[src/hw/rtl/arp_cache_table_assert.svh]
// Assertion macros shared by the ARP cache RTL.
// Depends on nothing; included by modules that carry assertions.
`ifndef ARP_CACHE_TABLE_ASSERT_SVH
`define ARP_CACHE_TABLE_ASSERT_SVH

// Same-cycle implication, disabled in reset.
`define ARPC_ASSERT_NOW(label, clk, rst_n, ante, cons, msg) \
  label: assert property (@(posedge clk) disable iff (!rst_n) (ante) |-> (cons)) \
    else $error(msg);

// Next-cycle implication, disabled in reset.
`define ARPC_ASSERT_NEXT(label, clk, rst_n, ante, cons, msg) \
  label: assert property (@(posedge clk) disable iff (!rst_n) (ante) |=> (cons)) \
    else $error(msg);

`endif

[src/hw/rtl/arpc_pkg.sv]
// Shared types and codes for the ARP cache table.
// No dependencies; imported by arpc_cell and arp_cache_table.
`timescale 1ns / 1ps

package arpc_pkg;

  localparam logic [1:0] ENT_EMPTY   = 2'd0;
  localparam logic [1:0] ENT_STABLE  = 2'd1;
  localparam logic [1:0] ENT_PENDING = 2'd2;

  localparam logic [1:0] RES_OK   = 2'd0;
  localparam logic [1:0] RES_MISS = 2'd1;
  localparam logic [1:0] RES_FULL = 2'd2;

  localparam logic KIND_UPDATE  = 1'b0;
  localparam logic KIND_RESOLVE = 1'b1;

  // Search state handed from cell to cell
  typedef struct packed {
    logic        found_match;
    logic        found_stable;
    logic        found_empty;
    logic [47:0] stable_mac;
  } probe_t;

  // Entry write broadcast to all cells
  typedef struct packed {
    logic        en;
    logic        set_mac;
    logic [1:0]  state;
    logic [31:0] ip;
    logic [47:0] mac;
  } wr_t;

endpackage

[src/hw/rtl/arpc_cell.sv]
// One ARP cache entry plus its stage of the lookup chain.
// Depends on arpc_pkg.
`timescale 1ns / 1ps

module arpc_cell
  import arpc_pkg::*;
#(
  parameter int unsigned      IDX_W = 4,
  parameter logic [IDX_W-1:0] IDX   = '0
) (
  input  logic             clk,
  input  logic             rst_n,
  input  logic [31:0]      key_ip,
  input  probe_t           probe_in,
  input  logic [IDX_W-1:0] match_idx_in,
  input  logic [IDX_W-1:0] stable_idx_in,
  input  logic [IDX_W-1:0] empty_idx_in,
  output probe_t           probe_out,
  output logic [IDX_W-1:0] match_idx_out,
  output logic [IDX_W-1:0] stable_idx_out,
  output logic [IDX_W-1:0] empty_idx_out,
  input  wr_t              wr,
  input  logic [IDX_W-1:0] wr_idx
);

  logic [31:0]      ip_r;
  logic [47:0]      mac_r;
  logic [1:0]       state_r;
  probe_t           probe_r, probe_nxt;
  logic [IDX_W-1:0] match_idx_r, match_idx_nxt;
  logic [IDX_W-1:0] stable_idx_r, stable_idx_nxt;
  logic [IDX_W-1:0] empty_idx_r, empty_idx_nxt;
  logic             ip_eq, is_empty, is_stable;

  always_comb begin
    ip_eq     = (ip_r == key_ip);
    is_empty  = (state_r == ENT_EMPTY);
    is_stable = (state_r == ENT_STABLE);

    probe_nxt.found_match  = probe_in.found_match | (!is_empty & ip_eq);
    probe_nxt.found_stable = probe_in.found_stable | (is_stable & ip_eq);
    probe_nxt.found_empty  = probe_in.found_empty | is_empty;
    probe_nxt.stable_mac   = probe_in.found_stable ? probe_in.stable_mac : mac_r;

    match_idx_nxt  = probe_in.found_match  ? match_idx_in  : IDX;
    stable_idx_nxt = probe_in.found_stable ? stable_idx_in : IDX;
    empty_idx_nxt  = probe_in.found_empty  ? empty_idx_in  : IDX;
  end

  always_ff @(posedge clk) begin
    probe_r      <= probe_nxt;
    match_idx_r  <= match_idx_nxt;
    stable_idx_r <= stable_idx_nxt;
    empty_idx_r  <= empty_idx_nxt;
  end

  always_ff @(posedge clk) begin
    if (!rst_n) begin
      state_r <= ENT_EMPTY;
    end else if (wr.en && (wr_idx == IDX)) begin
      state_r <= wr.state;
    end
  end

  always_ff @(posedge clk) begin
    if (wr.en && (wr_idx == IDX)) begin
      ip_r <= wr.ip;
      if (wr.set_mac) begin
        mac_r <= wr.mac;
      end
    end
  end

  assign probe_out      = probe_r;
  assign match_idx_out  = match_idx_r;
  assign stable_idx_out = stable_idx_r;
  assign empty_idx_out  = empty_idx_r;

endmodule

[src/hw/rtl/arp_cache_table.sv]
// ARP cache of TABLE_ENTRIES entries kept in a chain of cells. A request
// is taken only while the block is idle; its lookup then walks the chain
// one cell per cycle, and the update or claim is written when the walk
// has passed the last cell; no new request is taken before that write.
// The result sits in an output register, so the next request is taken
// while it waits; the write back stalls only while that register is still
// full and out_stall is high. After reset every entry is empty and
// requests are taken at once.
// Depends on arpc_pkg, arpc_cell and arp_cache_table_assert.svh.
`timescale 1ns / 1ps

module arp_cache_table
  import arpc_pkg::*;
#(
  parameter int unsigned TABLE_ENTRIES = 16
) (
  input  logic        clk,
  input  logic        rst_n,
  input  logic        in_valid,
  output logic        in_stall,
  input  logic        in_kind,
  input  logic [31:0] in_ip_addr,
  input  logic [47:0] in_mac_addr,
  input  logic        in_is_request,
  output logic        out_valid,
  input  logic        out_stall,
  output logic [1:0]  out_result_status,
  output logic [47:0] out_found_mac,
  output logic [3:0]  out_slot,
  output logic        out_send_query,
  output logic        out_send_reply
);

  `include "arp_cache_table_assert.svh"

  localparam int unsigned IDX_W = (TABLE_ENTRIES > 1) ? $clog2(TABLE_ENTRIES) : 1;
  localparam logic [IDX_W-1:0] LAST_CELL = IDX_W'(TABLE_ENTRIES - 1);

  localparam logic [1:0] S_IDLE = 2'd0;
  localparam logic [1:0] S_SCAN = 2'd1;
  localparam logic [1:0] S_DONE = 2'd2;

  logic [1:0]       state_r, state_nxt;
  logic [IDX_W-1:0] cnt_r, cnt_nxt;

  logic        kind_r;
  logic [31:0] ip_r;
  logic [47:0] mac_r;
  logic        req_r;

  probe_t           probe_c    [TABLE_ENTRIES+1];
  logic [IDX_W-1:0] match_idx  [TABLE_ENTRIES+1];
  logic [IDX_W-1:0] stable_idx [TABLE_ENTRIES+1];
  logic [IDX_W-1:0] empty_idx  [TABLE_ENTRIES+1];

  wr_t              wr;
  logic [IDX_W-1:0] wr_idx;

  logic        out_valid_r;
  logic [1:0]  status_r, status_nxt;
  logic [47:0] fmac_r, fmac_nxt;
  logic [3:0]  slot_r, slot_nxt;
  logic        query_r, query_nxt;
  logic        reply_r, reply_nxt;

  logic             accept, out_free, commit, target_ok;
  logic [IDX_W-1:0] target_idx, slot_idx;
  logic [IDX_W+3:0] slot_ext;
  probe_t           fin;

  assign probe_c[0]    = '0;
  assign match_idx[0]  = '0;
  assign stable_idx[0] = '0;
  assign empty_idx[0]  = '0;

  for (genvar g = 0; g < TABLE_ENTRIES; g++) begin : g_cell
    arpc_cell #(
      .IDX_W (IDX_W),
      .IDX   (IDX_W'(g))
    ) u_cell (
      .clk            (clk),
      .rst_n          (rst_n),
      .key_ip         (ip_r),
      .probe_in       (probe_c[g]),
      .match_idx_in   (match_idx[g]),
      .stable_idx_in  (stable_idx[g]),
      .empty_idx_in   (empty_idx[g]),
      .probe_out      (probe_c[g+1]),
      .match_idx_out  (match_idx[g+1]),
      .stable_idx_out (stable_idx[g+1]),
      .empty_idx_out  (empty_idx[g+1]),
      .wr             (wr),
      .wr_idx         (wr_idx)
    );
  end

  assign in_stall = (state_r != S_IDLE);
  assign accept   = in_valid && !in_stall;
  assign out_free = !out_valid_r || !out_stall;
  assign commit   = (state_r == S_DONE) && out_free;
  assign fin      = probe_c[TABLE_ENTRIES];

  always_comb begin
    target_ok  = fin.found_match | fin.found_empty;
    target_idx = fin.found_match ? match_idx[TABLE_ENTRIES] : empty_idx[TABLE_ENTRIES];

    wr.en      = 1'b0;
    wr.set_mac = 1'b0;
    wr.state   = ENT_STABLE;
    wr.ip      = ip_r;
    wr.mac     = mac_r;
    wr_idx     = target_idx;

    status_nxt = RES_FULL;
    fmac_nxt   = '0;
    slot_idx   = '0;
    query_nxt  = 1'b0;
    reply_nxt  = 1'b0;

    if (kind_r == KIND_UPDATE) begin
      reply_nxt = req_r;
      if (target_ok) begin
        wr.en      = commit;
        wr.set_mac = 1'b1;
        wr.state   = ENT_STABLE;
        status_nxt = RES_OK;
        slot_idx   = target_idx;
      end
    end else if (fin.found_stable) begin
      status_nxt = RES_OK;
      fmac_nxt   = fin.stable_mac;
      slot_idx   = stable_idx[TABLE_ENTRIES];
    end else if (target_ok) begin
      wr.en      = commit;
      wr.state   = ENT_PENDING;
      status_nxt = RES_MISS;
      query_nxt  = 1'b1;
      slot_idx   = target_idx;
    end

    slot_ext = {4'b0, slot_idx};
    slot_nxt = slot_ext[3:0];
  end

  always_comb begin
    state_nxt = state_r;
    cnt_nxt   = cnt_r;
    case (state_r)
      S_IDLE: begin
        cnt_nxt = '0;
        if (accept) begin
          state_nxt = S_SCAN;
        end
      end
      S_SCAN: begin
        if (cnt_r == LAST_CELL) begin
          state_nxt = S_DONE;
        end else begin
          cnt_nxt = cnt_r + 1'b1;
        end
      end
      S_DONE: begin
        if (out_free) begin
          state_nxt = S_IDLE;
        end
      end
      default: begin
        state_nxt = S_IDLE;
      end
    endcase
  end

  always_ff @(posedge clk) begin
    if (!rst_n) begin
      state_r     <= S_IDLE;
      cnt_r       <= '0;
      out_valid_r <= 1'b0;
    end else begin
      state_r <= state_nxt;
      cnt_r   <= cnt_nxt;
      if (commit) begin
        out_valid_r <= 1'b1;
      end else if (!out_stall) begin
        out_valid_r <= 1'b0;
      end
    end
  end

  always_ff @(posedge clk) begin
    if (accept) begin
      kind_r <= in_kind;
      ip_r   <= in_ip_addr;
      mac_r  <= in_mac_addr;
      req_r  <= in_is_request;
    end
    if (commit) begin
      status_r <= status_nxt;
      fmac_r   <= fmac_nxt;
      slot_r   <= slot_nxt;
      query_r  <= query_nxt;
      reply_r  <= reply_nxt;
    end
  end

  assign out_valid         = out_valid_r;
  assign out_result_status = status_r;
  assign out_found_mac     = fmac_r;
  assign out_slot          = slot_r;
  assign out_send_query    = query_r;
  assign out_send_reply    = reply_r;

  `ARPC_ASSERT_NEXT(a_accept_scans, clk, rst_n, accept, state_r == S_SCAN, "accept did not start scan")
  `ARPC_ASSERT_NEXT(a_commit_shows, clk, rst_n, commit, out_valid_r, "committed result not shown")
  `ARPC_ASSERT_NOW(a_cnt_bound, clk, rst_n, state_r == S_SCAN, cnt_r <= LAST_CELL, "scan count past end")
  `ARPC_ASSERT_NOW(a_full_quiet, clk, rst_n, out_valid_r && (status_r == RES_FULL), (slot_r == 4'd0) && (fmac_r == 48'd0) && !query_r, "full result carries data")
  `ARPC_ASSERT_NOW(a_full_no_write, clk, rst_n, commit && (status_nxt == RES_FULL), !wr.en, "write on full table")

endmodule

[config.mk]
export PLATFORM = sky130hd
export DESIGN_NAME = arp_cache_table
export DESIGN_NICKNAME = d
export VERILOG_FILES = /design/src/hw/rtl/arpc_pkg.sv /design/src/hw/rtl/arpc_cell.sv /design/src/hw/rtl/arp_cache_table.sv
export VERILOG_INCLUDE_DIRS = /design/src /design/src/hw/rtl
export SDC_FILE = /design/constraint.sdc
export NUM_CORES = 2
export LEC_CHECK = 0
export ABC_AREA = 1
export CORE_MARGIN = 2
export CORE_UTILIZATION = 30
export DETAILED_ROUTE_END_ITERATION = 6
export DONT_BUFFER_PORTS = 1
export GPL_TIMING_DRIVEN = 0
export PLACE_DENSITY = 0.44
export SLEW_MARGIN = 20
export SYNTH_ARGS = -nofsm -noshare
export SYNTH_HDL_FRONTEND = slang
export SYNTH_SLANG_ARGS = --single-unit
[constraint.sdc]
create_clock -name clk -period 6.41 [get_ports clk]
set_input_delay 1.282 -clock clk [delete_from_list [all_inputs] [get_ports clk]]
set_output_delay 1.282 -clock clk [all_outputs]
set_load 0.005 [all_outputs]
---- Word level (Yosys, flattened, before mapping) ----
Index checks and enable logic that the tools add are counted.
word-level totals
  word-level logic and storage cells ...... 425
  output and inout port bits .............. 58
  flip-flop bits (word level) ............. 2,453
  input bits .............................. 86
cells by class
  $add $sub $neg .......................... 1
  bitwise gates (word level) .............. 79
  mux-type cells .......................... 43
  reduce and logical (&&, ||, !) cells .... 78
  eq/ne operators ......................... 55
operators with widths
  kind                                            number
  2-to-1 mux 48 bit                               15
  == test 32 bit                                  16
  OR 1 bit                                        46
  == test 4 bit (second input constant)           9
  AND reduction 2 bit                             18
  == test 2 x 1 -> 1 bit (second input constant)  17
  zero test 2 bit                                 17
  bitwise AND 1 bit                               32
  2-to-1 mux 4 bit                                6
  2-to-1 mux 2 bit                                10
  zero test 1 bit                                 19
  logical AND 1 bit                               18
  == test 4 x 3 -> 1 bit (second input constant)  4
  2-to-1 mux 1 bit                                10
  == test 4 x 2 -> 1 bit (second input constant)  2
  inequality test 2 bit (second input constant)   4
  one-hot mux 4 bit (2 select lines)              1
  one-hot mux 2 bit (3 select lines)              1
  adder 4 x 1 -> 4 bit (second input constant)    1
  == test 4 x 1 -> 1 bit (second input constant)  1
  zero test 4 bit                                 1
  nonzero test 2 bit                              2
  AND reduction 3 bit                             1
  == test 2 bit (second input constant)           1
  other kinds (4)                                 4

---- Depth between registers and ports, before layout ----
  word-level depth ........................ 8
  gate-level depth with buffers ........... 11
  gate-level depth less buffers ........... 10

---- By module ----
From an unflattened synthesis, not the netlist that was laid out.
second synthesis, totals
  cells, all modules ...................... 7,465
  area total of the unflattened synthesis .. 84,767.5 um^2
by module, submodules not included
  module                             instances  cells each  sequential area each (um^2)  area each (um^2)
  arpc_cell (g_cell[10].u_cell ...)  5          446         3,703.6                      4,978.5
  arpc_cell (g_cell[1].u_cell ...)   2          450         3,703.6                      4,987.3
  arpc_cell (g_cell[13].u_cell ...)  2          444         3,703.6                      4,984.8
  arpc_cell (g_cell[4].u_cell ...)   2          448         3,703.6                      4,981.0
  arpc_cell (g_cell[11].u_cell ...)  2          443         3,703.6                      4,979.8
  arp_cache_table                    1          329         4,254.1                      5,069.9
  arpc_cell (g_cell[0].u_cell)       1          452         3,703.6                      4,994.8
  arpc_cell (g_cell[3].u_cell)       1          446         3,703.6                      4,977.3
  arpc_cell (g_cell[15].u_cell)      1          438         3,703.6                      4,967.3

---- Worst setup path before layout ----
No wires, ideal clock.
  kind .................................... input to register
  start ................................... in out_stall
  end ..................................... reg g_cell[4].u_cell.mac_r[0] (enable)
  arrival time ............................ 5.054 ns
  stages .................................. 7
  slack ................................... 0.902 ns
  buffers on the path ..................... 0
  cell sequence ........................... nand2_1 nand3_1 nor2_8 nand2_4 nor2_2 inv_1 nor2_1
between the ends
  cells in the longest elaborated chain, start to end .. 8
ends and longest elaborated chain
  what                                      line                    text
  from (decl)                               arp_cache_table.sv:26   input logic out_stall,
  zero test 1 bit (*)                       n/a
  logical OR 1 bit (*)                      arp_cache_table.sv:99   assign out_free = !out_valid_r || !out_stall;
  logical AND 1 bit (*)                     arp_cache_table.sv:100  assign commit = (state_r == S_DONE) && out_free;
  2-to-1 mux 1 bit                          arp_cache_table.sv:133  end else if (target_ok) begin
  2-to-1 mux 1 bit                          arp_cache_table.sv:129  end else if (fin.found_stable) begin
  2-to-1 mux 1 bit (*)                      arp_cache_table.sv:120  if (kind_r == KIND_UPDATE) begin
  logical AND 1 bit (*)                     arpc_cell.sv:66         if (wr.en && (wr_idx == IDX)) begin
  AND reduction 2 bit (no source line) (*)  n/a
  to (signal assigned)                      arpc_cell.sv:69         mac_r <= wr.mac;
  to (decl)                                 arpc_cell.sv:27         logic [47:0] mac_r;
Every way passes the cells marked *; elsewhere a longest branch is shown, timed or not.
A chain may end at the register's enable or synchronous reset.

---- Final worst setup path ----
  start ................................... in out_stall
  end ..................................... reg g_cell[4].u_cell.mac_r[15] (enable)
Same word-level chain as after synthesis.

==> impl_results.md <==
* Status: finished clean
* Final Max Tran Viols at 0
* Worst setup startpoint: out_stall
* Final setup viols at 0
* HP Class: flip-flop to flip-flop
* Largest net degree at the start of global routing at 57
* Worst path top cell family by delay: simple AND/OR/NAND/NOR gates
* Root Buffer: clkbuf_16
* Site row count at 192
* Post-route ant nets at 0
* RSZ-0062 raised after global routing: no
* CORE AREA at 273000 um2
* Hold WS at 0.334 ns
* Power per Cell Area at 336 nW/um2
* Hold Buf Count CTS at 0
* CTS sink count at 2419
* # nets final at 7427
* DRT iter0 DRCs at 2352
* Final hold viol count at 0
* Cell repeated most along the worst path: nor2_4
* Commonest non-fill, non-tap cell in the layout: nand2_1
* Crit path to: g_cell[4].u_cell.mac_r[15]
* Reg2reg setup slack at 2.88 ns
* Slew @ Worst Pin at 1.11 ns
* Commonest cells after routing, fill and taps aside: nand2_1, edfxtp_1, dfxtp_1
* Final Cycle Share at 0.552
* Clk slew on worst S/H paths at 0.06 ns
* Num CTS Buffers at 275
* Syn avg cell area at 11.7 um2
* Fmax achieved at 0.283 GHz
* Pre-antenna DRT Iters at 5
* Cell count after synthesis at 7014
* Setup crit end kind: flip-flop
* Initial Util at 0.301
* Sequential fraction of the synthesis area at 0.762
* IO buf count at 0
* First-pass GRT wire length at 275000 um
* Overflow after GRT at 0
* Worst-Skew Late Latency at 0.85 ns
* Area after DPL at 87900 um2
* Mapped Area at 82200 um2
* Post-DP HPWL at 130000 um
* WS Path Type: input port to flip-flop
* Post-route cell area at 96700 um2
* Residual DRC at 0
* Overall power at 32.5 mW
* Pleak at 38.5 nW
* Max-cap violations at 0
* Resize count post-CTS at 0
* Worst EP required at 6.91 ns
* Max-slew headroom at 0.261
* Max FO, Critical Path at 29
* Number of synthesized register bits at 2419
* Vias per cell at 3.90
* Vias in the first global route at 44.0k
* Drt wl/cell at 16.3 um
* Max clock buf depth at 4
* Synth unique cells at 30
* Crit-path slowest cell: nor2_4
* Share of post-route cells with drive strength above 1 at 0.0874
* # H-tree levels at 5
* Final core occ at 0.354
* Data arrival time of the worst path at 4.04 ns
* Gpl congestion at 0.772
* Layout Skew at 0.0581 ns
* Worst setup SP type: input port
* Total wire length at 182000 um
* R2R depth at 9
* Die footprint at 278000 um2
* CTS tree: yes
* Syn nets at 7101
* Worst path cell trace: nand2_1 -> nand3_1 -> nor2_8 -> nand2_4 -> nor2_4 -> buf_16 -> inv_1 -> nor2_4 -> buf_12
* Die Wd at 527 um
* Max incr delay on CP at 0.52 ns
* R2R Path Start: kind_r
* VDD IR max at 0.189 mV
* WP buf/inv at 3
* IO Count at 144
* Postcts setup bufs at 0
* Stages on worst setup path at 9
* Crit path time final at 3.54 ns
* YS warnings at 0
* Synth-to-Final Area Change at 17.7%
* Final-layout fill cell count at 26.7k
* R2r endpoint: g_cell[4].u_cell.mac_r[15]
* GRT Total Usage at 0.130
* Die height at 527 um
* Vias at 43.5k
* Initial antenna violation count at 18
==> registers in the layout (all words and copies together) (netlist names), 4 cells and up <==
name	cells
out_slot	4
g_cell.u_cell.stable_idx_out	49
g_cell.u_cell.match_idx_out	49
g_cell.u_cell.probe_out	816
out_found_mac	48
cnt_r	4
g_cell.u_cell.state_r	32
g_cell.u_cell.mac_r	768
g_cell.u_cell.ip_r	512
g_cell.u_cell.empty_idx_out	49
mac_r	48
ip_r	32
==> area by class of cell <==
type                            instances  area [um2]  area share
Sequential cell                      2419       62600       0.647
Antenna cell                            3        7.51   0.0000776
Inverter                              373        1410      0.0146
Clock buffer                          392        7760      0.0802
Timing Repair Buffer                   49        1110      0.0115
Clock inverter                        100         993      0.0103
Multi-Input combinational cell       3974       17300       0.179
Tap cell                             3589        4490      0.0464
Buffer                                248        1020      0.0106
==> metal layers <==
layer / track usage / routed length (um) / up-vias
li1: - / - / 22900
met5: 0 / 149 / -
met2: 0.208 / 81600 / 636
met4: 0.0341 / 3900 / 24
met3: 0.0269 / 7980 / 318
met1: 0.180 / 88500 / 19500
==> power by group <==
| part | leakage (nW) | internal (mW) | switching (mW) | total [mW] |
|---|---|---|---|---|
| registers | 21.2 | 16.6 | 0.253 | 16.8 |
| clock network | 4.28 | 9.06 | 6.10 | 15.2 |
| logic | 13.0 | 0.194 | 0.359 | 0.554 |
| total | 38.5 | 25.8 | 6.71 | 32.5 |
==> through the flow <==
step / setup slack (ns) / TNS (ns) / instances
finish: 2.87 / 0 / 11100
global route: 2.63 / 0 / 11100
CTS: 2.69 / 0 / 11100
detailed placement: 1.92 / 0 / 10700
global placement: -1.98 / -275.67 / 10600
floorplan: 0.902 / 0 / 7014
==> synthesized netlist by cell type (all sizes together) <==
library cell  count  area (um2)
nor3              1        5.00
clkinv           12        45.0
dfxtp          1002       20100
a21oi            32         164
ha                1        12.5
or2             103         644
edfxtp         1417       42600
xnor2           342        3000
o211a             1        10.0
clkbuf          175         657
xor2              2        17.5
buf              73         365
inv             361        1360
nand4             2        12.5
nand3            37         198
and2              1        6.26
o21ai             7        42.5
nor2            278        1120
nand2          3167       11900
==> worst min-delay path by stage <==
stage / startpoint / endpoint / slack (ns) / cells past startpoint
CTS: g_cell[0].u_cell.mac_r[5] / g_cell[0].u_cell.probe_out[5] / 0.34 / 0
finish: g_cell[0].u_cell.mac_r[5] / g_cell[0].u_cell.probe_out[5] / 0.33 / 0
floorplan: g_cell[0].u_cell.mac_r[0] / g_cell[0].u_cell.probe_out[0] / 0.32 / 0
global placement: g_cell[0].u_cell.mac_r[32] / g_cell[0].u_cell.probe_out[32] / 0.32 / 0
global route: g_cell[0].u_cell.mac_r[0] / g_cell[0].u_cell.probe_out[0] / 0.35 / 0
detailed placement: g_cell[0].u_cell.mac_r[12] / g_cell[0].u_cell.probe_out[12] / 0.33 / 0
==> worst register-to-register path, stage by stage, from the launching register on <==
cell and delay [ns]:
edfxtp_1 0.52, nand2_1 0.52, nand2_4 0.18, nor2_8 0.18, nand2_4 0.13, nor2_4 0.52, buf_16 0.25, inv_1 0.14
nor2_4 0.51, buf_12 0.30
==> logic make-up after synthesis <==
group | count (synthesis) | synth area share
flops | 2419 | 0.762
buf+inv | 621 | 0.0295
simple gates | 3589 | 0.169
fa+ha+maj | 1 | 0.000152
xor+xnor | 344 | 0.0367
compound gates | 40 | 0.00263
No activity file was read; power rests on OpenSTA's default activity.
